### config.mk
export PLATFORM = sky130hd
export DESIGN_NAME = scdf_in_stage
export DESIGN_NICKNAME = d
export VERILOG_FILES = /design/src/hdl/segmented_command_deframer_core_defines.svh /design/src/hdl/scdf_pkg.sv /design/src/hdl/scdf_in_stage.sv
export SDC_FILE = /design/constraint.sdc
export NUM_CORES = 1
export LEC_CHECK = 0
export BUFFER_PORTS_ARGS = -buffer_cell sky130_fd_sc_hd__buf_2
export CAP_MARGIN = 20
export CORE_MARGIN = 4
export CORE_UTILIZATION = 39
export DETAILED_ROUTE_END_ITERATION = 6
export PLACE_DENSITY = 0.78
export SYNTH_ARGS = -nofsm -noshare
export SYNTH_HDL_FRONTEND = slang
export SYNTH_SLANG_ARGS = --single-unit
### constraint.sdc
create_clock -name clk -period 1.59 [get_ports clk]
set_input_delay 0.159 -clock clk [delete_from_list [all_inputs] [get_ports clk]]
set_output_delay 0.159 -clock clk [all_outputs]
set_load 0.01 [all_outputs]
### src/hdl/segmented_command_deframer_core_defines.svh
// ----------------------------------------------------------------------------
// Segmented command deframer assertion macros
// Shared property shorthands for the deframer checks.
// ----------------------------------------------------------------------------
`ifndef SEGMENTED_COMMAND_DEFRAMER_CORE_DEFINES_SVH
`define SEGMENTED_COMMAND_DEFRAMER_CORE_DEFINES_SVH

// same-cycle implication
`define SCDF_ASSERT_IMP(label, clk, rst_n, ante, cons) \
    label: assert property (@(posedge clk) disable iff (!rst_n) (ante) |-> (cons)) \
        else $error("deframer check failed");

// next-cycle implication
`define SCDF_ASSERT_NEXT(label, clk, rst_n, ante, cons) \
    label: assert property (@(posedge clk) disable iff (!rst_n) (ante) |=> (cons)) \
        else $error("deframer check failed");

`endif

### src/hdl/scdf_pkg.sv
// ----------------------------------------------------------------------------
// Segmented command deframer package
// Shared types and constants for the deframer.
// ----------------------------------------------------------------------------
package scdf_pkg;

    localparam logic [7:0] MAX_DATA_LEN_RESET = 8'd96;
    localparam logic [2:0] HDR_LEN_MASK       = 3'b111;
    localparam logic [7:0] MIN_SEG_LEN        = 8'd2;

    typedef enum logic [1:0] {
        STATUS_OK            = 2'd0,
        STATUS_SIZE_MISMATCH = 2'd1,
        STATUS_BAD_LENGTH    = 2'd2,
        STATUS_TRUNCATED     = 2'd3
    } status_t;

    typedef struct packed {
        logic [7:0]  data_byte;
        logic        first_byte;
        logic [15:0] datagram_size;
        logic [7:0]  sender_id;
    } in_item_t;

    typedef struct packed {
        status_t     status;
        logic [7:0]  command;
        logic [7:0]  sender;
        logic [7:0]  segment_data_len;
        logic        has_data;
        logic [7:0]  payload_byte;
        logic [7:0]  byte_index;
        logic        segment_end;
    } out_item_t;

endpackage

### src/hdl/scdf_in_stage.sv
// ----------------------------------------------------------------------------
// Deframer input register
// Captures one byte transfer and holds it until the parser advances.
// ----------------------------------------------------------------------------
module scdf_in_stage
    import scdf_pkg::*;
(
    input  logic      clk,
    input  logic      rst_n,
    input  logic      in_valid,
    output logic      in_ready,
    input  in_item_t  in_item,
    input  logic      advance,
    output logic      valid,
    output in_item_t  item
);

    logic     valid_reg;
    in_item_t item_reg;

    assign in_ready = !valid_reg || advance;
    assign valid    = valid_reg;
    assign item     = item_reg;

    always_ff @(posedge clk or negedge rst_n)
    begin
        if (!rst_n)
        begin
            valid_reg <= 1'b0;
        end
        else if (in_ready)
        begin
            valid_reg <= in_valid;
        end
    end

    always_ff @(posedge clk)
    begin
        if (in_ready && in_valid)
        begin
            item_reg <= in_item;
        end
    end

endmodule

# Word level (Yosys, flattened, before mapping)
# Cells that the tools add are included.
totals:
  regBits: 34
  latchBits: 0
  mem_bits_rw: 0
  rom_bits: 0
  inputBits: 37
  output_inout_bits: 35
  elab_cells: 8
  memories: 0
op_classes:
  addsub: 0
  n_mul: 0
  div_mod_pow: 0
  n_lt_le_gt_ge: 0
  eq_ne: 0
  shifts: 0
  n_mux: 0
  n_bitwise: 0
  reduce_logical: 3
ops:
  columns: ["op", "count"]
  rows:
  - ["$logic_and 1x1->1", 1]
  - ["$logic_not 1->1", 1]
  - ["$logic_or 1x1->1", 1]

# Depth between registers and ports, before layout
# Gate-level depths: netlist of the first run.
logic_depth:
  ltp_word: 3
  depth_mapped: 2
  mapped_depth_nobuf: 2

# Least setup slack after synthesis of the first run
# Ideal clock, no wire load.
synth_timing:
  kind: "register to register"
  from: "register valid_reg, in the netlist valid"
  to: "register item_reg, in the netlist item[0], enable pin"
  setup_ps: 341
  arrival_ps: 876
  required_ps: 1249
  setup_slack_ps: 373
  stages_incl_launch_ff: 3
  path_buffers: 0
  synth_period_minus_slack_ps: 1217
  cell_sequence: "dfrtp_1 -> nand2b_4 -> and2_4"
synth_via:
  elab_chain_cells: 3
synth_rtl:
  columns: ["item", "line_no", "text"]
  rows:
  - ["start, declared", "scdf_in_stage.sv:18", "logic valid_reg;"]
  - ["start signal, assigned", "scdf_in_stage.sv:33", "valid_reg <= in_valid;"]
  - ["$logic_not 1->1", "scdf_in_stage.sv:21", "assign in_ready = !valid_reg || advance;"]
  - ["$logic_or 1x1->1", "scdf_in_stage.sv:21", null]
  - ["net in_ready", "scdf_in_stage.sv:11", "output logic in_ready,"]
  - ["$logic_and 1x1->1", "scdf_in_stage.sv:39", "if (in_ready && in_valid)"]
  - ["end signal, assigned", "scdf_in_stage.sv:41", "item_reg <= in_item;"]
  - ["end, declared", "scdf_in_stage.sv:19", "in_item_t item_reg;"]
# The timed path passes the listed nets, and every way through them passes these cells.
# A chain may end at the register's enable or synchronous reset.

# Final worst setup path of the first run
layout_timing:
  from: "register valid_reg, in the netlist valid"
  to: "register item_reg, in the netlist item[15], enable pin"
layout_via:
  elab_chain_cells: 3
layout_rtl:
  columns: ["item", "line_no"]
  rows:
  - ["$logic_not 1->1", "scdf_in_stage.sv:21"]
  - ["$logic_or 1x1->1", "scdf_in_stage.sv:21"]
  - ["$logic_and 1x1->1", "scdf_in_stage.sv:39"]
# Every way passes these cells.

==> out/results.tsv, run 1 <==
metric	value	unit
die_w	59.8	um
ctsRootBufferMaster	sky130_fd_sc_hd__clkbuf_4	
dr_total_vias	777	
post_route_cells_drive_above_1_share	0.540	
timing.final.crit_share	0.816	
number_of_nets_at_the_end_of_the_flow	186	
critical_path.max_fanout	33	
critical_path_class	register to register	
finalNonFillerCells	180	
post_cts_resize_count	0	
critical_path_startpoint_category	register	
leakage	0.000817	uW
post_synth_instance_area	1040	sq um
yosys.area_share.adder	0	
layout_min_cycle_time	1300	ps
worst_path_largest_cell_delay	440	ps
synth.most_common_cell	sky130_fd_sc_hd__edfxtp_1	
grt_remaining_overflow	0	
post_synth_most_frequent_cells	sky130_fd_sc_hd__edfxtp_1 (33), sky130_fd_sc_hd__and2_4 (1), sky130_fd_sc_hd__dfrtp_1 (1), sky130_fd_sc_hd__nand2b_1 (1), sky130_fd_sc_hd__nand2b_4 (1)	
worst_ep_arrival_time	1280	ps
max_slew_margin	0.727	
number_of_vias_per_cell_after_detailed_routing	4.32	
yosys.area_share.simple	0.0275	
finalWirelength	2540	um
die_h	59.8	um
grt_pass1_vias	841	
worst_skew_pair.late_latency	330	ps
overall_power_consumption	2050	uW
clk_transition_reported_paths	120	ps
postSynth.topFlopCell	sky130_fd_sc_hd__edfxtp_1	
hold_viol	0	
post_synth_mux_area_share	0	
met3_length	353	um
netlist-cell-type-count	5	
antenna_found_initial	0	
ys_ff_latch	34	
swShare	0.191	
drc	0	
setup_viol_count_final	0	
yosys_warnings	0	
status	finished, final reports clean	
synthArstFlopShare	0.0294	
setup_repair_after_global_routing_missed_its_margin	false	
timing.final.max_slew_violations	0	
power.share.clock	0.382	
route.top_layer_used	met4	
drv.max_cap_violation_count	0	
synth_seq_area_share	0.972	
global_route.usage.total	0.155	
detailedPlace.worstSlack	331	ps
detail_route.iter0.violations	7	
synthesis.area_per_instance	28.2	sq um
total_met2_wirelength_after_detailed_routing	1270	um
worst_hold_path_type	input port to register	
synth_xor_area_frac	0	
avgRoutedWirePerCell	14.1	um
p_switching	391	uW
edff_count_synth	33	
weighted_congestion_at_the_end_of_routability_driven_global_placement	0.631	
number_of_port_buffers	71	
synth_fp_nets	74	
effective_utilization_at_floorplan	0.414	
grt_start_max_net_pins	34	
yosysTopAreaCell	sky130_fd_sc_hd__edfxtp_1	
worst-endpoint-required	1570	ps
worst_slack	293	ps
synthDominantCellAreaShare	0.949	
clock_sinks	34	
power.ir.vdd_worst	0.00112	V
clock-skew-final	17.7	ps
cts_tree	built	
area_delta_synth_final	80.4	%
dr.pass1.iters	3	
clock.fmax	0.771	GHz
ioPinCount	72	
clockBufferDepth	2	
number_of_flip_flops_in_the_largest_register	33	
h_tree_depth	2	
pwr_cell_area	1090	nW/um^2
worstSetupEndpointType	register	
tightest_slew	410	ps
grt_pass1_wl	3800	um
synth-compound-area-share	0	
cts-buffers-inserted	5	
cts_setup_buffers	0	
design.core.area	2520	sq um
syn-instance-count	37	
placed_cells	138	
critPathSlowestCell	sky130_fd_sc_hd__dfrtp_1	
antenna_cells_inserted	0	
cells_along_the_critical_path	nand2b_4 > and2_4	
row_count	18	
wirelength_met1	887	um
combPwrFrac	0.104	
seq_power_share	0.515	
synth_area_leaders	sky130_fd_sc_hd__edfxtp_1 (95%), sky130_fd_sc_hd__dfrtp_1 (2.4%), sky130_fd_sc_hd__nand2b_4 (1.3%)	
route.antenna.remaining_nets	0	
synth_top_family_by_area	simple AND/OR/NAND/NOR gates	
internal-power	1650	uW
totalNegativeSetupSlack	0	ps
die-area	3570	sq um
[routing by layer]
layer,up-vias,global-route usage
met2,50,0.259
met5,-,0
met3,5,0.0842
met4,0,0.0570
li1,370,-
met1,352,0.163
[power by group through the flow]
stage / sequential (uW) / combinational, uW / clock (uW)
finish: 1050 / 212 / 781
floorplan: 1100 / 23.1 / 0
detailed placement: 1070 / 145 / 0
CTS: 1050 / 207 / 798
global placement: 1070 / 140 / 0
global route: 1060 / 230 / 830
[layout by cell type (no fill, tap or decap)]
cell / n
sky130_fd_sc_hd__clkinv_4: 1
sky130_fd_sc_hd__edfxtp_1: 33
sky130_fd_sc_hd__clkbuf_4: 5
sky130_fd_sc_hd__buf_2: 71
sky130_fd_sc_hd__dfrtp_1: 1
sky130_fd_sc_hd__nand2b_4: 1
sky130_fd_sc_hd__bufinv_16: 2
sky130_fd_sc_hd__dlygate4sd3_1: 34
sky130_fd_sc_hd__nand2b_1: 1
sky130_fd_sc_hd__and2_4: 1
[worst max-delay path, delay by kind of cell (launching register included)]
kind,cells,cell delay (ps)
and+or+nand+nor,2,500
DFF,1,440
[repair_timing]
item | CTS | global route
hold buffers | 33 | 1
endpoints found under the setup margin | 0 | 0
hold endpoints to repair | 33 | 1
[final timing paths]
| check | slack [ps] | endpoint | from | cells after the start |
|---|---|---|---|---|
| worst max-delay path | 290 | item[15] | valid | 2 |
| worst min-delay path | 60 | valid | in_valid | 2 |
| worst max register to register | 290 | item[15] | valid | 2 |
| worst min register to register | 610 | valid | valid | 2 |
| max in group asynchronous | 1340 | valid | rst_n | 2 |
| min in group asynchronous | 170 | valid | rst_n | 2 |
[metrics by stage]
stage	instance area, sq um	hold WS [ps]	utilization
after floorplan	1040	-137	-
after global placement	1440	-65.6	0.570
after detailed placement	1440	-63.9	0.570
after CTS	1870	2.42	0.743
after global routing	1880	46.3	0.747
final	1880	58.2	0.747
[layout make-up]
cell class	instances	area, sq um
Multi-Input combinational cell	3	28.8
Clock inverter	3	68.8
Sequential cell	34	1020
Clock buffer	5	37.5
Timing Repair Buffer	105	696
Tap cell	30	37.5
Fill cell	167	638
[logic make-up (layout without fill, tap and decap cells)]
kind of cell | after synthesis | in the layout
AND/OR/NAND/NOR | 3 | 3
buffers and inverters | 0 | 113
flip-flops | 34 | 34
(Power assumes the default switching activity.)
==> run 2, diff against run 1 <==
CORE_UTILIZATION = 35   (was 39)
PLACE_DENSITY = 0.74   (was 0.78)
clock period = 1.1 ns   (was 1.59 ns; I/O delays follow)
==> out/results.tsv, run 2 (synthesis results as in run 1) <==
metric	value	unit	change
critical_path_class	register to register		
row_count	19		+1
ioPinCount	72		unchanged
grt_pass1_wl	4360	um	+15%
clk_transition_reported_paths	110	ps	about the same
clockBufferDepth	2		unchanged
placed_cells	141		+2.2%
finalNonFillerCells	187		+3.9%
number_of_vias_per_cell_after_detailed_routing	4.33		+0.34%
worst_reg2reg_path_startpoint	valid		
layout_min_cycle_time	1160	ps	-141 ps
number_of_flip_flops_in_the_largest_register	33		unchanged
worst_skew_pair.late_latency	320	ps	about the same
worst_ep_arrival_time	1190	ps	-90 ps
worstSetupEndpointType	register		
dr.pass1.iters	4		+1
failing_checks	setup timing		
worst_hold_path_type	input port to async pin		
timing.final.max_slew_violations	0		unchanged
clock.fmax	0.865	GHz	+12%
ctsRootBufferMaster	sky130_fd_sc_hd__clkbuf_4		
dr_total_vias	810		+4.2%
setup_repair_after_global_routing_missed_its_margin	true		
worst_slack	-55.8	ps	-349 ps
fin_worst_hold_slack	78.3	ps	+20.0 ps
timing.final.crit_share	1.05		+0.235
cts-buffers-inserted	5		unchanged
totalNegativeSetupSlack	-1370	ps	-1370 ps
post_route_cells_drive_above_1_share	0.538		-0.00154
critPathSlowestCell	sky130_fd_sc_hd__dfrtp_1		
weighted_congestion_at_the_end_of_routability_driven_global_placement	0.632		about the same
h_tree_depth	2		unchanged
die_h	62.6	um	+4.8%
power.ir.vdd_worst	0.00103	V	-8.6%
pwr_cell_area	1310	nW/um^2	+21%
max_slew_margin	0.917		+0.190
critical_path_startpoint_category	register		
antenna_cells_inserted	0		unchanged
detailedPlace.worstSlack	-14.9	ps	-346 ps
global_route.usage.total	0.151		-0.00350
grt_start_max_net_pins	23		-32%
cp-startpoint	valid		
worst-endpoint-required	1140	ps	-430 ps
number_of_nets_at_the_end_of_the_flow	192		+3.2%
finalWirelength	2930	um	+15%
setup_viol_count_final	33		+33
die_w	62.6	um	+4.8%
detail_route.iter0.violations	16		+9
critical_path.max_fanout	11		-67%
avgRoutedWirePerCell	15.6	um	+11%
antenna_found_initial	0		unchanged
design.core.area	2810	sq um	+11%
effective_utilization_at_floorplan	0.372		-0.0418
leakage	0.000835	uW	+2.3%
drc	0		unchanged
grt_pass1_vias	872		+3.7%
route.antenna.remaining_nets	0		unchanged
most_frequent_cells_in_the_layout	sky130_fd_sc_hd__buf_2 (71), sky130_fd_sc_hd__dlygate4sd3_1 (35), sky130_fd_sc_hd__edfxtp_1 (33)		
clock_sinks	34		unchanged
cts_tree	built		
worst_path_largest_cell_delay	420	ps	-20 ps
area_delta_synth_final	84.1	%	
die-area	3920	sq um	+9.9%
layout_commonest_cell	sky130_fd_sc_hd__buf_2		
cells_along_the_critical_path	nand2b_4 > and2_4 > buf_12		
hold_viol	0		unchanged
grt_remaining_overflow	0		unchanged
drv.max_cap_violation_count	0		unchanged
clock-skew-final	14.2	ps	-3.53 ps
tightest_slew	124	ps	-286 ps
number_of_port_buffers	71		unchanged
status	finished with violations		
==> run 2: cell count changes in the layout (fill, tap and decap cells not counted) <==
cell,change
sky130_fd_sc_hd__buf_12,+2
sky130_fd_sc_hd__buf_4,+1
sky130_fd_sc_hd__buf_6,+1
sky130_fd_sc_hd__bufinv_16,-2
sky130_fd_sc_hd__clkbuf_1,+1
sky130_fd_sc_hd__clkbuf_16,+1
sky130_fd_sc_hd__clkinv_1,+1
sky130_fd_sc_hd__clkinv_2,+1
sky130_fd_sc_hd__clkinv_4,-1
sky130_fd_sc_hd__dlygate4sd3_1,+1
==> run 2: final timing paths <==
check                      slack [ps]  endpoint  cells after the start
setup / recovery                  -60  item[15]                      3
hold / removal                     80     valid                      2
setup reg to reg                  -60  item[15]                      3
hold reg to reg                   710     valid                      3
max in group asynchronous         940     valid                      2
min in group clk                  170     valid                      4
==> run 2: cell type report <==
type / instances / area (sq um)
clock inverter: 2 / 8.76
timing repair buffer: 111 / 790
sequential: 34 / 1020
clock buffer: 6 / 41.3
tap: 31 / 38.8
fill: 193 / 882
multi-input combinational: 3 / 28.8
==> run 2: through the flow <==
stage,cell area [sq um],util,power [uW]
floorplan,1040,-,1630
global placement,1480,0.527,1780
detailed placement,1480,0.527,1780
CTS,1880,0.670,2500
global route,1920,0.686,2660
finish,1920,0.686,2520
==> run 2: routing by layer <==
metal	vias to the layer above	wire (um)	GRT usage
met5	-	0	0
met4	0	14	0.0496
met3	2	313	0.0935
met2	51	1490	0.256
met1	372	1110	0.153
li1	385	-	-
==> run 2: critical path, delay by kind of cell (launching register included) <==
family	cells	cell delay, ps
DFF	1	420
and+or+nand+nor	2	290
buffers and inverters	1	150
==> run 2: report_power, final <==
part	internal, uW	total, uW	leakage (uW)	switching (uW)
Sequential	1500	1520	0.000325	18.2
Clock	240	634	0.0000297	394
Combinational	214	359	0.000481	145
==> run 2: timing repair <==
item	4_1_cts	5_1_grt
setup endpoints to repair	22	34
resized for setup	0	0
cloned	0	2
hold buffers	35	0
hold endpoints to repair	35	0
buffers inserted	0	1
==> run 3, diff against run 2 <==
BUFFER_PORTS_ARGS = default   (was -buffer_cell sky130_fd_sc_hd__buf_2)
CORE_UTILIZATION = 44   (was 35)
DONT_BUFFER_PORTS = 1   (was default)
PLACE_DENSITY = 0.63   (was 0.74)
==> out/results.tsv, run 3 (synthesis results as in run 1) <==
metric	value	unit	change
status	finished with violations		
failing_checks	setup timing		
avgRoutedWirePerCell	17.9	um	+15%
power.ir.vdd_worst	0.00125	V	+21%
h_tree_depth	2		unchanged
finalWirelength	2030	um	-31%
hold_viol	0		unchanged
clockBufferDepth	2		unchanged
post_route_cells_drive_above_1_share	0.129		-0.409
number_of_nets_at_the_end_of_the_flow	121		-37%
worst_ep_arrival_time	1150	ps	-40 ps
ctsRootBufferMaster	sky130_fd_sc_hd__clkbuf_4		
worst_slack	-14.4	ps	+41.4 ps
timing.final.max_slew_violations	0		unchanged
most_frequent_cells_in_the_layout	sky130_fd_sc_hd__dlygate4sd3_1 (36), sky130_fd_sc_hd__edfxtp_1 (33), sky130_fd_sc_hd__clkbuf_4 (5)		
antenna_cells_inserted	0		unchanged
route.antenna.remaining_nets	0		unchanged
internal-power	1850	uW	-5.4%
drv.max_cap_violation_count	0		unchanged
weighted_congestion_at_the_end_of_routability_driven_global_placement	0.596		-5.6%
layout_min_cycle_time	1110	ps	-41.4 ps
dr.pass1.iters	2		-2
cts_setup_buffers	0		unchanged
setup_viol_count_final	31		-6.1%
global_route.usage.total	0.133		-0.0182
seq_power_share	0.675		+0.070
post-route-cell-area	1540	sq um	-20%
layout_commonest_cell	sky130_fd_sc_hd__dlygate4sd3_1		
p_switching	475	uW	-15%
power.share.clock	0.249		-0.003
r2r_cells	3		unchanged
detail_route.iter0.violations	7		-9
max_slew_margin	0.901		-0.0161
design.core.area	2230	sq um	-20%
timing.final.crit_share	1.01		-0.0376
clk_transition_reported_paths	90	ps	-20 ps
finalNonFillerCells	113		-40%
clock-skew-final	6.54	ps	-7.68 ps
combPwrFrac	0.075		-0.068
critical_path_class	register to register		
die_h	56.7	um	-9.4%
critical_path.max_fanout	17		+6
fin_worst_hold_slack	93.3	ps	+15.0 ps
grt_pass1_vias	581		-33%
row_count	17		-2
number_of_port_buffers	0		-100%
tightest_slew	149	ps	+24.5 ps
cts_tree	built		
worst_hold_path_type	input port to register		
placed_cells	69		-51%
die_w	56.7	um	-9.4%
clock_sinks	34		unchanged
area_delta_synth_final	47.8	%	
worst-endpoint-required	1140	ps	about the same
grt_start_max_net_pins	18		-22%
worst_skew_pair.late_latency	320	ps	about the same
worstSetupEndpointType	register		
critical_path_startpoint_category	register		
post_cts_resize_count	0		unchanged
die-area	3220	sq um	-18%
swShare	0.204		-0.0177
setup_repair_after_global_routing_missed_its_margin	true		
effective_utilization_at_floorplan	0.468		+0.0954
pwr_cell_area	1510	nW/um^2	+15%
totalNegativeSetupSlack	-243	ps	+1120 ps
timing.hold.worst_path_depth	3		
ioPinCount	72		unchanged
cts-buffers-inserted	5		unchanged
place_area	1130	sq um	-23%
dr_total_vias	541		-33%
antenna_found_initial	0		unchanged
number_of_flip_flops_in_the_largest_register	33		unchanged
leakage	0.000546	uW	-35%
grt_pass1_wl	2990	um	-31%
drc	0		unchanged
fin_util	0.691		+0.00577
grt_remaining_overflow	0		unchanged
clock.fmax	0.897	GHz	+3.7%
number_of_vias_per_cell_after_detailed_routing	4.79		+11%
-- run 3: per-layer routing --
layer,share of wire,global-route usage
met2,0.53,0.218
met4,0.012,0.0695
met3,0.13,0.0782
met5,0,0
met1,0.33,0.132
-- run 3: layout make-up --
type / count / area [sq um]
timing repair buffer: 40 / 415
fill: 148 / 689
clock buffer: 5 / 37.5
tap: 28 / 35.0
clock inverter: 3 / 11.3
sequential: 34 / 1020
multi-input combinational: 3 / 28.8
-- run 3: path summary, 6_finish.rpt --
check / from / to / slack [ps]
max in group asynchronous: rst_n / valid / 470
min in group asynchronous: rst_n / valid / 530
worst max-delay path: valid / item[25] / -10
worst min-delay path: advance / valid / 90
worst max register to register: valid / item[25] / -10
worst min register to register: valid / valid / 710
-- run 3: critical path, stage by stage (launching register included) --
cell                       delay (ps)
sky130_fd_sc_hd__dfrtp_1          420
sky130_fd_sc_hd__nand2b_4          80
sky130_fd_sc_hd__and2_4           170
sky130_fd_sc_hd__buf_12           150
-- run 3: timing repair --
item                                    4_1_cts  5_1_grt
hold endpoints to repair                     35        0
pin swaps                                     0        0
hold buffers                                 36        0
endpoints found under the setup margin       18       34
-- run 3: power groups by stage --
stage | combinational, uW | clock (uW) | sequential [uW]
final | 176 | 580 | 1570
after global routing | 190 | 680 | 1580
after CTS | 173 | 596 | 1570
after detailed placement | 73.2 | 0 | 1600
after global placement | 70.3 | 0 | 1600
after floorplan | 33.4 | 0 | 1590
-- run 3: stage by stage --
| stage | setup slack, ps | power [uW] |
|---|---|---|
| global placement | 26.7 | 1670 |
| CTS | -7.64 | 2340 |
| finish | -14.4 | 2330 |
| detailed placement | 6.43 | 1680 |
| global route | -38.9 | 2450 |
| floorplan | -114 | 1630 |
