### src/hdl/segmented_command_deframer_core_defines.svh
// ----------------------------------------------------------------------------
// Segmented command deframer assertion macros
// Shared property shorthands for the deframer checks.
// ----------------------------------------------------------------------------
`ifndef SEGMENTED_COMMAND_DEFRAMER_CORE_DEFINES_SVH
`define SEGMENTED_COMMAND_DEFRAMER_CORE_DEFINES_SVH

// same-cycle implication
`define SCDF_ASSERT_IMP(label, clk, rst_n, ante, cons) \
    label: assert property (@(posedge clk) disable iff (!rst_n) (ante) |-> (cons)) \
        else $error("deframer check failed");

// next-cycle implication
`define SCDF_ASSERT_NEXT(label, clk, rst_n, ante, cons) \
    label: assert property (@(posedge clk) disable iff (!rst_n) (ante) |=> (cons)) \
        else $error("deframer check failed");

`endif

### src/hdl/scdf_pkg.sv
// ----------------------------------------------------------------------------
// Segmented command deframer package
// Shared types and constants for the deframer.
// ----------------------------------------------------------------------------
package scdf_pkg;

    localparam logic [7:0] MAX_DATA_LEN_RESET = 8'd96;
    localparam logic [2:0] HDR_LEN_MASK       = 3'b111;
    localparam logic [7:0] MIN_SEG_LEN        = 8'd2;

    typedef enum logic [1:0] {
        STATUS_OK            = 2'd0,
        STATUS_SIZE_MISMATCH = 2'd1,
        STATUS_BAD_LENGTH    = 2'd2,
        STATUS_TRUNCATED     = 2'd3
    } status_t;

    typedef struct packed {
        logic [7:0]  data_byte;
        logic        first_byte;
        logic [15:0] datagram_size;
        logic [7:0]  sender_id;
    } in_item_t;

    typedef struct packed {
        status_t     status;
        logic [7:0]  command;
        logic [7:0]  sender;
        logic [7:0]  segment_data_len;
        logic        has_data;
        logic [7:0]  payload_byte;
        logic [7:0]  byte_index;
        logic        segment_end;
    } out_item_t;

endpackage

### src/hdl/scdf_parse.sv
// ----------------------------------------------------------------------------
// Deframer segment parser
// Walks header and segments one byte at a time and registers each result.
// ----------------------------------------------------------------------------
module scdf_parse
    import scdf_pkg::*;
(
    input  logic       clk,
    input  logic       rst_n,
    input  logic       cfg_wr_en,
    input  logic [7:0] cfg_wr_data,
    input  logic       valid,
    input  in_item_t   item,
    output logic       advance,
    input  logic       res_ready,
    output logic       res_valid,
    output out_item_t  res
);

    typedef enum logic [2:0] {
        PH_WAIT,
        PH_HDR1,
        PH_SEGLEN,
        PH_SEGCMD,
        PH_DATA
    } phase_t;

    logic [7:0]  max_len_reg;
    phase_t      phase_reg, phase_next;
    logic [10:0] pkt_len_reg, pkt_len_next;
    logic [10:0] pos_reg, pos_next;
    logic [7:0]  seg_len_reg, seg_len_next;
    logic [7:0]  seg_cmd_reg, seg_cmd_next;
    logic [7:0]  data_cnt_reg, data_cnt_next;
    logic [7:0]  sender_reg, sender_next;
    logic        res_valid_reg, res_valid_next;
    out_item_t   res_reg, res_next;

    logic [7:0]  b;
    logic [10:0] pkt_len_hdr;
    logic [11:0] end_pos;
    logic [7:0]  dlen;
    logic        last;
    logic        emit;
    out_item_t   calc;

    assign advance   = valid && (!res_valid_reg || res_ready);
    assign res_valid = res_valid_reg;
    assign res       = res_reg;

    assign b           = item.data_byte;
    assign pkt_len_hdr = {pkt_len_reg[10:8], b};
    assign end_pos     = {1'b0, pos_reg} + {4'b0, b};
    assign dlen        = seg_len_reg - MIN_SEG_LEN;
    assign last        = ({1'b0, data_cnt_reg} + 9'd1) >= {1'b0, dlen};

    always_comb
    begin
        phase_next    = phase_reg;
        pkt_len_next  = pkt_len_reg;
        pos_next      = pos_reg;
        seg_len_next  = seg_len_reg;
        seg_cmd_next  = seg_cmd_reg;
        data_cnt_next = data_cnt_reg;
        sender_next   = sender_reg;
        emit          = 1'b0;
        calc          = '0;
        calc.status   = STATUS_OK;
        calc.sender   = sender_reg;

        if (item.first_byte)
        begin
            sender_next   = item.sender_id;
            calc.sender   = item.sender_id;
            pkt_len_next  = {b[2:0] & HDR_LEN_MASK, 8'd0};
            pos_next      = 11'd1;
            seg_len_next  = '0;
            seg_cmd_next  = '0;
            data_cnt_next = '0;
            phase_next    = PH_HDR1;
        end
        else
        begin
            unique case (phase_reg)
                PH_HDR1:
                begin
                    pkt_len_next = pkt_len_hdr;
                    pos_next     = 11'd2;
                    if (item.datagram_size != {5'd0, pkt_len_hdr})
                    begin
                        phase_next  = PH_WAIT;
                        emit        = 1'b1;
                        calc.status = STATUS_SIZE_MISMATCH;
                    end
                    else
                    begin
                        phase_next = (11'd2 >= pkt_len_hdr) ? PH_WAIT : PH_SEGLEN;
                    end
                end
                PH_SEGLEN:
                begin
                    seg_len_next = b;
                    if (b < MIN_SEG_LEN || (b - MIN_SEG_LEN) > max_len_reg)
                    begin
                        phase_next  = PH_WAIT;
                        emit        = 1'b1;
                        calc.status = STATUS_BAD_LENGTH;
                    end
                    else if (end_pos > {1'b0, pkt_len_reg})
                    begin
                        phase_next  = PH_WAIT;
                        emit        = 1'b1;
                        calc.status = STATUS_TRUNCATED;
                    end
                    else
                    begin
                        pos_next   = pos_reg + 11'd1;
                        phase_next = PH_SEGCMD;
                    end
                end
                PH_SEGCMD:
                begin
                    seg_cmd_next  = b;
                    data_cnt_next = '0;
                    pos_next      = pos_reg + 11'd1;
                    if (seg_len_reg == MIN_SEG_LEN)
                    begin
                        phase_next       = (pos_next >= pkt_len_reg) ? PH_WAIT : PH_SEGLEN;
                        emit             = 1'b1;
                        calc.command     = b;
                        calc.segment_end = 1'b1;
                    end
                    else
                    begin
                        phase_next = PH_DATA;
                    end
                end
                PH_DATA:
                begin
                    pos_next      = pos_reg + 11'd1;
                    data_cnt_next = data_cnt_reg + 8'd1;
                    if (last)
                    begin
                        phase_next = (pos_next >= pkt_len_reg) ? PH_WAIT : PH_SEGLEN;
                    end
                    emit                  = 1'b1;
                    calc.command          = seg_cmd_reg;
                    calc.segment_data_len = dlen;
                    calc.has_data         = 1'b1;
                    calc.payload_byte     = b;
                    calc.byte_index       = data_cnt_reg;
                    calc.segment_end      = last;
                end
                PH_WAIT:
                begin
                    phase_next = PH_WAIT;
                end
                default:
                begin
                    phase_next = PH_WAIT;
                end
            endcase
        end
    end

    always_comb
    begin
        res_valid_next = res_valid_reg && !res_ready;
        res_next       = res_reg;
        if (advance)
        begin
            res_valid_next = emit;
            res_next       = calc;
        end
    end

    always_ff @(posedge clk or negedge rst_n)
    begin
        if (!rst_n)
        begin
            max_len_reg   <= MAX_DATA_LEN_RESET;
            phase_reg     <= PH_WAIT;
            pkt_len_reg   <= '0;
            pos_reg       <= '0;
            seg_len_reg   <= '0;
            seg_cmd_reg   <= '0;
            data_cnt_reg  <= '0;
            sender_reg    <= '0;
            res_valid_reg <= 1'b0;
        end
        else
        begin
            if (cfg_wr_en)
            begin
                max_len_reg <= cfg_wr_data;
            end
            if (advance)
            begin
                phase_reg    <= phase_next;
                pkt_len_reg  <= pkt_len_next;
                pos_reg      <= pos_next;
                seg_len_reg  <= seg_len_next;
                seg_cmd_reg  <= seg_cmd_next;
                data_cnt_reg <= data_cnt_next;
                sender_reg   <= sender_next;
            end
            res_valid_reg <= res_valid_next;
        end
    end

    always_ff @(posedge clk)
    begin
        res_reg <= res_next;
    end

endmodule

### config.mk
export PLATFORM = sky130hd
export DESIGN_NAME = scdf_parse
export DESIGN_NICKNAME = d
export VERILOG_FILES = /design/src/hdl/segmented_command_deframer_core_defines.svh /design/src/hdl/scdf_pkg.sv /design/src/hdl/scdf_parse.sv
export SDC_FILE = /design/constraint.sdc
export NUM_CORES = 1
export LEC_CHECK = 0
export ABC_AREA = 1
export ABC_CLOCK_PERIOD_IN_PS = 3700
export BUFFER_PORTS_ARGS = -buffer_cell sky130_fd_sc_hd__buf_2
export CAP_MARGIN = 20
export CORE_MARGIN = 5
export CORE_UTILIZATION = 58
export DETAILED_ROUTE_END_ITERATION = 8
export PLACE_DENSITY = 0.81
export SYNTH_ARGS = -nofsm -noshare
export SYNTH_HDL_FRONTEND = slang
export SYNTH_SLANG_ARGS = --single-unit
### constraint.sdc
create_clock -name clk -period 3.7 [get_ports clk]
set_clock_uncertainty 0.2 [all_clocks]
set_input_delay 0.185 -clock clk [delete_from_list [all_inputs] [get_ports clk]]
set_output_delay 0.185 -clock clk [all_outputs]
set_load 0.02 [all_outputs]
# Word-level counts from Yosys, hierarchy flattened
# Index checks and enable logic that the tools add are counted.
# op_classes
addsub	6
magnitude_cmp	6
eq_ne	9
n_mux	37
bitwise_logic	1
reduce_logical	20
# op_table
cell	count
$mux 8	8
$mux 11	4
$pmux 11 s3	1
$pmux 8 s2	2
$mux 17	1
$ne 16x11->1	1
$sub 8x2->8 const B	2
$mux 2	7
$add 11x8->12	1
$gt 12x11->1	1
$pmux 3 s4	1
$reduce_and 2->1	6
$add 11x1->11 const B	1
$ge 11x11->1	1
$ge 2x11->1 const A	1
$add 8x1->9 const B	1
$ge 9x8->1	1
$mux 3	3
$ne 3x3->1 const B	3
$add 8x1->8 const B	1
$eq 8x2->1 const B	1
$gt 8x8->1	1
$lt 8x2->1 const B	1
$mux 1	7
other kinds (15)	22
# totals
register_bits	110
in_bits	46
out_inout_bits	46
elab_cells	97

# Logic depth before layout (Yosys ltp)
# Gate-level depths: netlist of the first run.
# depth
depth_word	7
ltp_mapped	23
depth_no_buf	22

# Worst setup path after synthesis of the first run
# Ideal clock, no wire load.
# synth_timing
path_kind	flip-flop to flip-flop
from	reg pos_reg[0]
to	reg res_reg (netlist bit res[43]) (data pin)
setup_ps	255
t_arrival_ps	2842
t_required_ps	3245
setup_slack_ps	403
path_stages_with_launch	21
path_buffers	1
synth_period_minus_slack_ps	3297
cell_sequence	dfrtp_1 -> ha_1 -> fa_1 -> nand3_1 -> nand2_1 -> a21o_1 -> a21oi_1 -> o21ai_0 -> xor2_1 -> ha_1 -> nand2_1 -> inv_1 -> nand2_1 -> nand2_1 -> nand2_1 -> nand2_1 -> nand2_1 -> nand3_1 -> nand3_2 -> buf_2 -> inv_1
# synth_via
elab_chain_cells	5
# synth_rtl
item	line	rtl
start: declaration	scdf_parse.sv:31	logic [10:0] pos_reg, pos_next;
start signal: assignment	scdf_parse.sv:201	pos_reg <= pos_next;
$add 11x8->12	scdf_parse.sv:53	assign end_pos = {1'b0, pos_reg} + {4'b0, b};
$gt 12x11->1	scdf_parse.sv:109	else if (end_pos > {1'b0, pkt_len_reg})
$mux 2	scdf_parse.sv:109	
$mux 2	scdf_parse.sv:103	if (b < MIN_SEG_LEN || (b - MIN_SEG_LEN) > max_len_reg)
$pmux 2 s2	scdf_parse.sv:84	unique case (phase_reg)
end signal: assignment	scdf_parse.sv:213	res_reg <= res_next;
end: declaration	scdf_parse.sv:37	out_item_t res_reg, res_next;
# Every way passes these cells.
# A chain may end at the register's enable or synchronous reset.

# Worst setup path in the final report of the first run
# layout_timing
from	in item[26] (netlist bit)
to	reg pos_reg[6]
# layout_via
elab_chain_cells	5
word_cells_on_any_way	9
classes_between	add/sub (2); order compare (3); eq/ne (2); reduce/logical (2)
# layout_rtl
item	line	rtl
start: declaration	scdf_parse.sv:13	input in_item_t item,
branches (longest 4 deep; another with $add 11x8->12)	n/a	
$reduce_and 4->1 (no line) *	n/a	
# Mark *: on every way between the ends.

==> results.toml, run 1 <==
[synth]
ys_seq_area_share_pct = 46.16
synth_area_sq_um = 6446
post_synth.cell_area_avg_sq_um = 8.471
ys_ff_latch = 110
post_synthesis_instance_total = 761
postSynth.asyncResetShare_pct = 60.00
number_of_enable_type_register_cells_in_the_synthesized_netlist = 44
yosysWarnings = 0
postSynth.topFlopCell = "sky130_fd_sc_hd__dfrtp_1"
postSynthNetCount = 860
yosysUniqueCellTypes = 41

[place]
gp_congestion = 0.8833
port_buffers = 91
hpwl_microns = 11830
dpl_worst_slack_ns = 0.1828

[drt]
firstDrtPassIters = 7
num_vias = 5727
avgViaCountPerCell = 5.533
drc = 0
drt_iter0_markers = 548
routed_wl_microns = 16470
antenna_left = 0
detail_route.wl_per_cell_microns = 15.91

[grt]
grt_pass1_wl_microns = 26590
first_global_vias = 5632
grt.busiest_layer = "met2"
grt_util_all_layers_pct = 25.33
grt_overflow_total = 0
grtUsageMet3_pct = 4.491
antenna_violations_before_repair = 0
groute.layer.met1.usage_pct = 30.84
grt_max_degree = 45
use_met2_pct = 45.79

[worst_setup_path]
criticalPathCategory = "in2reg"
reg2reg_depth = 22
crit_family = "simple AND/OR/NAND/NOR gates"
cp_data_required_time_ns = 3.82
critical_path_arrival_ns = 3.59
critical_path_buf_inv_count = 4
crit_chain = "dlygate4sd3_1, buf_4, inv_1, ha_1, nand3_1, nor3_1, xor2_1, ha_1, nand2_1, nor2_1, nor2_1, nand3_1, a21oi_1, nand3_2, nand3_4, buf_4, nand3_1, nand2_1"
critical-path-top-cell-by-count = "sky130_fd_sc_hd__nand3_1"
critPathLaunchType = "input port"
worstSetupEndpointType = "flop"
critical_path.max_stage_delay_ns = 0.54
critical_path.max_fanout = 8
worst_path_max_delay_cell = "sky130_fd_sc_hd__dlygate4sd3_1"
critical_path_depth = 18

[power_and_ir_drop]
combinationalPowerShare_pct = 29.2
power.internal_mw = 2.061
power.clock.fraction_pct = 23.8
netSwitchingPower_mw = 1.107
pwr-share-seq_pct = 47.0
vdd_drop_max_mv = 0.2654
switching_share_pct = 34.94
power.density_nw_per_um2 = 413.3
power.leakage_nw = 3.752

[timing]
finalCriticalPeriod_ns = 3.470
final-max-slew-violation-count = 0
finalHoldViolCount = 0
timing.final.ws_setup_ns = 0.2296
achievable-frequency_ghz = 0.2882
slew-limit-headroom_pct = 38.05
timing.hold.ws_ns = 0.04217
tightest_slew_ns = 0.9231
report.final.setup_viol = 0
post-route-period-util_pct = 93.79

[layout]
antenna_cells_inserted = 0
multi_input_comb_area_sq_um = 3058
design.final.nets = 989
fillers = 848
layout-drive-gt1-share_pct = 16.20
regArea_sq_um = 2975
largest_register_ff_count = 44
layout-area-overhead-vs-synth_pct = 18.92

[die]
num_rows = 38
start_util_pct = 59.20
chipWidth_microns = 115.4
core-area_sq_um = 10890
die_area_sq_um = 13320
ios = 92
die_h_microns = 115.4

[run]
maxCapViolations = 0

[clock_tree]
clkSinkCount = 110
cts-buffers-inserted = 9
clock_latency_ns = 0.38
cts_tree = "done"
number_of_buffers_on_the_longest_clock_path = 2
h_tree_depth = 3
cell_chosen_for_the_clock_root = "sky130_fd_sc_hd__clkbuf_8"
cts.reportedPaths.clkPinSlew_ns = 0.11

[outcome]
result_of_the_run = "finished, final reports clean"

[hold_path]
whs_path_depth = 2
worstHoldPathType = "in2reg"
==> placed cells by master (no fill, tap or decap), types with 2 or more instances in the layout <==
master | netlist | routed
sky130_fd_sc_hd__buf_4 | 1 | 12
sky130_fd_sc_hd__a21o_1 | 4 | 4
sky130_fd_sc_hd__dlygate4sd3_1 | 0 | 35
sky130_fd_sc_hd__nand4_1 | 13 | 13
sky130_fd_sc_hd__clkinv_4 | 0 | 2
sky130_fd_sc_hd__inv_1 | 86 | 85
sky130_fd_sc_hd__xor2_1 | 25 | 25
sky130_fd_sc_hd__o22ai_1 | 6 | 6
sky130_fd_sc_hd__nand3_1 | 42 | 41
sky130_fd_sc_hd__nand2_1 | 178 | 177
sky130_fd_sc_hd__nor2_2 | 1 | 3
sky130_fd_sc_hd__o21ai_1 | 5 | 6
sky130_fd_sc_hd__a21oi_2 | 0 | 2
sky130_fd_sc_hd__clkbuf_8 | 0 | 9
sky130_fd_sc_hd__nor3_1 | 9 | 9
sky130_fd_sc_hd__o21ai_0 | 65 | 64
sky130_fd_sc_hd__dfstp_2 | 2 | 2
sky130_fd_sc_hd__nor2_4 | 2 | 2
sky130_fd_sc_hd__edfxtp_1 | 44 | 44
sky130_fd_sc_hd__dfrtp_1 | 64 | 64
sky130_fd_sc_hd__nor3_2 | 4 | 4
sky130_fd_sc_hd__ha_1 | 52 | 52
sky130_fd_sc_hd__nand2_2 | 2 | 2
sky130_fd_sc_hd__inv_2 | 7 | 8
sky130_fd_sc_hd__buf_2 | 6 | 90
sky130_fd_sc_hd__a21oi_1 | 34 | 32
sky130_fd_sc_hd__nor2_1 | 73 | 71
sky130_fd_sc_hd__nor4_1 | 2 | 2
sky130_fd_sc_hd__xnor2_1 | 8 | 8
sky130_fd_sc_hd__or2_1 | 2 | 2
==> repair_timing <==
action,in CTS,in global routing
gates resized for setup,0,11
setup buffers,0,2
hold buffers,35,0
setup endpoints to repair,0,14
endpoints found under the hold margin,68,0
==> layout make-up <==
| class | count | area share (%) |
|---|---|---|
| repair buffers | 138 | 11.88 |
| flip-flops and latches | 110 | 38.81 |
| well taps | 140 | 2.285 |
| inverters | 93 | 4.554 |
| clock inverters | 6 | 0.9140 |
| multi-input cells | 538 | 39.89 |
| clock buffers | 10 | 1.665 |
==> synth_stat cells (9+ instances only) <==
cell type	count	area (sq um)
sky130_fd_sc_hd__nor2_1	73	274.0
sky130_fd_sc_hd__edfxtp_1	44	1321
sky130_fd_sc_hd__o21ai_0	65	325.3
sky130_fd_sc_hd__ha_1	52	650.6
sky130_fd_sc_hd__a21oi_1	34	170.2
sky130_fd_sc_hd__xor2_1	25	219.0
sky130_fd_sc_hd__dfrtp_1	64	1602
sky130_fd_sc_hd__inv_1	86	322.8
sky130_fd_sc_hd__nand4_1	13	81.33
sky130_fd_sc_hd__nand2_1	178	668.1
sky130_fd_sc_hd__nand3_1	42	210.2
sky130_fd_sc_hd__nor3_1	9	45.04
==> metrics by stage <==
step                         TNS, ns  power, mW  cells  util (%)  instance area, sq um
final                              0      3.169   1035     70.41                  7666
after global routing      -0.0002949      3.353   1035     70.41                  7666
after CTS                          0      3.143   1032     69.77                  7596
after detailed placement           0      2.373    981     64.73                  7048
after global placement             0      2.337    981     64.73                  7048
after floorplan                    0      2.097    761         -                  6446
==> path summary, 6_finish.rpt <==
kind,startpoint,to,slack [ns]
worst max-delay path,item[26],pos_reg[6]$_DFFE_PN0P_,0.23
worst min register to register,seg_cmd_reg[1]$_DFFE_PN0P_,seg_cmd_reg[1]$_DFFE_PN0P_,0.30
worst max register to register,pos_reg[0]$_DFFE_PN0P_,pos_reg[6]$_DFFE_PN0P_,0.25
min in group asynchronous,rst_n,seg_len_reg[4]$_DFFE_PN0P_,0.08
max in group asynchronous,rst_n,max_len_reg[5]$_DFFE_PN1P_,2.40
worst min-delay path,cfg_wr_en,max_len_reg[0]$_DFFE_PN0P_,0.04
==> power by group through the flow <==
stage          combinational, mW  sequential [mW]  clock (mW)
3_5_place_dp               0.861             1.51           0
5_1_grt                     1.04             1.50       0.811
2_1_floorplan              0.537             1.56           0
3_3_place_gp               0.830             1.51           0
6_report                   0.925             1.49       0.754
4_1_cts                    0.901             1.49       0.756
==> layer usage <==
metal	part of all wire, %	up-vias
li1	-	2774
met1	41	2695
met2	50	228
met3	6.5	30
met4	2.1	0
met5	0	-
==> cells by family after synthesis <==
logic type | count (synthesis) | share of synthesized area [%]
AO/OA/AOI/OAI | 120 | 9.860
XOR/XNOR | 33 | 4.484
adder cells (fa/ha/maj) | 53 | 10.40
buffers and inverters | 113 | 6.910
flip-flops | 110 | 46.16
multiplexers | 1 | 0.1747
AND/OR/NAND/NOR | 331 | 22.01
No activity file was read; power rests on OpenSTA's default activity.
==> run 2, diff against run 1 <==
--- a/config.mk
+++ b/config.mk
@@ -14,4 +14,5 @@
 export DETAILED_ROUTE_END_ITERATION = 8
 export PLACE_DENSITY = 0.81
+export RECOVER_POWER = 50
 export SYNTH_ARGS = -nofsm -noshare
 export SYNTH_HDL_FRONTEND = slang
==> constraint.sdc (replaced) <==
create_clock -name clk -period 3.7 [get_ports clk]
set_clock_uncertainty 0.2 [all_clocks]
set_input_delay 0 -clock clk [delete_from_list [all_inputs] [get_ports clk]]
set_output_delay 0 -clock clk [all_outputs]
set_load 0.02 [all_outputs]
==> run 2 against run 1 <==
  * The run now ends with max-capacitance violations, max-slew violations left
  * Sequential power about the same
  * Worst hold slack better by 0.065 ns
  * First-iteration DRC count rose by 3.8%
  * Fmax up 1.0%
  * Setup slack improved by 0.035 ns
  * Clock-buffer cell count did not move
  * Critical path depth is 1 higher
  * Flip-flop and latch count unchanged
  * Core utilization shrank 0.38 points
  * Power down 2.0%
  * Via count increased by 0.23%
  * Critical path type is now reg2reg
  * Critical endpoint is now pos_reg[7]$_DFFE_PN0P_
  * Highest routed layer unchanged
==> results.toml, run 2 (synthesized netlist as in run 1, its figures left out) <==
[outcome]
result_of_the_run = "finished with violations"
failed_checks = "max-capacitance violations, max-slew violations"

[layout]
design.final.nets = 994
fin_util_pct = 70.03
layout-drive-gt1-share_pct = 10.00
most-common-layout-cells = "sky130_fd_sc_hd__nand2_1 (178), sky130_fd_sc_hd__inv_1 (86), sky130_fd_sc_hd__nor2_1 (72), sky130_fd_sc_hd__o21ai_0 (64), sky130_fd_sc_hd__dfrtp_1 (64)"
antenna_cells_inserted = 0
layout.cells.most_common = "sky130_fd_sc_hd__nand2_1"
layout-area-overhead-vs-synth_pct = 18.28
largest_register_ff_count = 44

[die]
ios = 92
core-area_sq_um = 10890
die_area_sq_um = 13320
num_rows = 38
start_util_pct = 59.20
chipWidth_microns = 115.4
die_h_microns = 115.4

[worst_setup_path]
cp_data_required_time_ns = 3.83
critical_path.max_stage_delay_ns = 0.45
worst_path_max_delay_cell = "sky130_fd_sc_hd__dfrtp_1"
critical-path-top-cell-by-count = "sky130_fd_sc_hd__nand2_1"
critical_path.max_fanout = 7
crit_chain = "ha_1, a21o_1, o21bai_1, a21oi_1, xnor2_1, ha_1, a21o_1, nor2_1, nand2_1, nand2_1, nand2_1, nand2_1, nand2_1, nand2_1, nand3_2, nand3_4, buf_4, nand3_1, nand2_1"
worstSetupEndpointType = "flop"
critPathLaunchType = "flop"
critical_path_buf_inv_count = 1
critical_path_arrival_ns = 3.57
crit_family = "simple AND/OR/NAND/NOR gates"
criticalPathCategory = "reg2reg"

[timing]
achievable-frequency_ghz = 0.2911
finalHoldViolCount = 0
finalCriticalPeriod_ns = 3.435
final-max-slew-violation-count = 41
timing.hold.ws_ns = 0.1068
report.final.setup_viol = 0
slew-limit-headroom_pct = -44.99
tightest_slew_ns = 2.175
post-route-period-util_pct = 92.84

[place]
port_buffers = 91
hpwl_microns = 11980
gp_congestion = 0.9259

[clock_tree]
cell_chosen_for_the_clock_root = "sky130_fd_sc_hd__clkbuf_8"
h_tree_depth = 3
number_of_buffers_on_the_longest_clock_path = 2
clock_latency_ns = 0.38
cts-buffers-inserted = 9
clkSinkCount = 110
cts_tree = "done"
cts.reportedPaths.clkPinSlew_ns = 0.11

[power_and_ir_drop]
vdd_drop_max_mv = 0.2358
power.density_nw_per_um2 = 407.1
power.leakage_nw = 3.612

[grt]
grt_pass1_wl_microns = 26400
first_global_vias = 5649
grt_max_degree = 45
grt_util_all_layers_pct = 25.26
antenna_violations_before_repair = 0
grt_overflow_total = 0

[drt]
routed_wl_microns = 16400
drt-met1-wl_microns = 6621
detail_route.wl_per_cell_microns = 15.77
firstDrtPassIters = 5
met3_length_microns = 1186
dr_wl_met2_microns = 8260
avgViaCountPerCell = 5.519
highest-signal-layer = "met4"
drc = 0
num_vias = 5740
drt_iter0_markers = 569
antenna_left = 0

[hold_path]
worstHoldPathType = "in2reg"

[run]
maxCapViolations = 1
[run 2: where the power goes]
part | internal (mW) | leakage, nW | switching [mW]
clock | 0.259 | 0.0957 | 0.438
combinational | 0.325 | 2.21 | 0.594
sequential | 1.41 | 1.31 | 0.0792
[run 2: path summary, 6_finish.rpt]
check / from / to / slack (ns) / depth (start not counted)
max: pos_reg[4]$_DFFE_PN0P_ / pos_reg[7]$_DFFE_PN0P_ / 0.26 / 19
min: item[22] / res_valid$_DFF_PN0_ / 0.11 / 9
max reg2reg: pos_reg[4]$_DFFE_PN0P_ / pos_reg[7]$_DFFE_PN0P_ / 0.26 / 19
min reg2reg: pkt_len_reg[2]$_DFFE_PN0P_ / pkt_len_reg[2]$_DFFE_PN0P_ / 0.30 / 2
max in group asynchronous: rst_n / data_cnt_reg[0]$_DFFE_PN0P_ / 0.58 / 5
min in group asynchronous: rst_n / seg_len_reg[2]$_DFFE_PN0P_ / 0.34 / 3
[run 2: worst register-to-register path: stages, from the launching register on]
cell and delay, ns:
sky130_fd_sc_hd__dfrtp_1 0.45, sky130_fd_sc_hd__ha_1 0.35, sky130_fd_sc_hd__a21o_1 0.21, sky130_fd_sc_hd__o21bai_1 0.18
sky130_fd_sc_hd__a21oi_1 0.25, sky130_fd_sc_hd__xnor2_1 0.16, sky130_fd_sc_hd__ha_1 0.26, sky130_fd_sc_hd__a21o_1 0.18
sky130_fd_sc_hd__nor2_1 0.09, sky130_fd_sc_hd__nand2_1 0.07, sky130_fd_sc_hd__nand2_1 0.06, sky130_fd_sc_hd__nand2_1 0.05
sky130_fd_sc_hd__nand2_1 0.07, sky130_fd_sc_hd__nand2_1 0.05, sky130_fd_sc_hd__nand2_1 0.13, sky130_fd_sc_hd__nand3_2 0.13
sky130_fd_sc_hd__nand3_4 0.14, sky130_fd_sc_hd__buf_4 0.18, sky130_fd_sc_hd__nand3_1 0.08, sky130_fd_sc_hd__nand2_1 0.09
[run 2: routing by layer]
metal  GRT usage (%)  up-vias
met5               0        -
met4           8.216        0
met3           4.282       32
met2           44.71      236
met1           31.51     2691
li1                -     2781
[run 2: layout make-up]
cell class	count	area (sq um)
fill	842	3263
clock inverter	6	55.05
clock buffer	10	127.6
inverter	93	349.1
tap	140	175.2
timing repair buffer	143	893.4
sequential	110	2975
multi-input combinational	538	3049
[run 2: what timing repair did]
item	in CTS	in global routing
hold buffers	43	1
setup endpoints to repair	0	14
buffers inserted	0	0
hold endpoints to repair	108	4
gates resized for setup	0	6
[run 2: through the flow]
stage	area, sq um	total power, mW	setup slack, ns	setup TNS, ns	cells
after CTS	7646	3.110	0.1668	0	1038
final	7625	3.104	0.2649	0	1040
after global placement	7033	2.333	0.3248	0	979
after detailed placement	7033	2.381	0.1963	0	979
after global routing	7625	3.297	-0.001949	-0.001949	1040
after floorplan	6446	2.097	0.4026	0	761
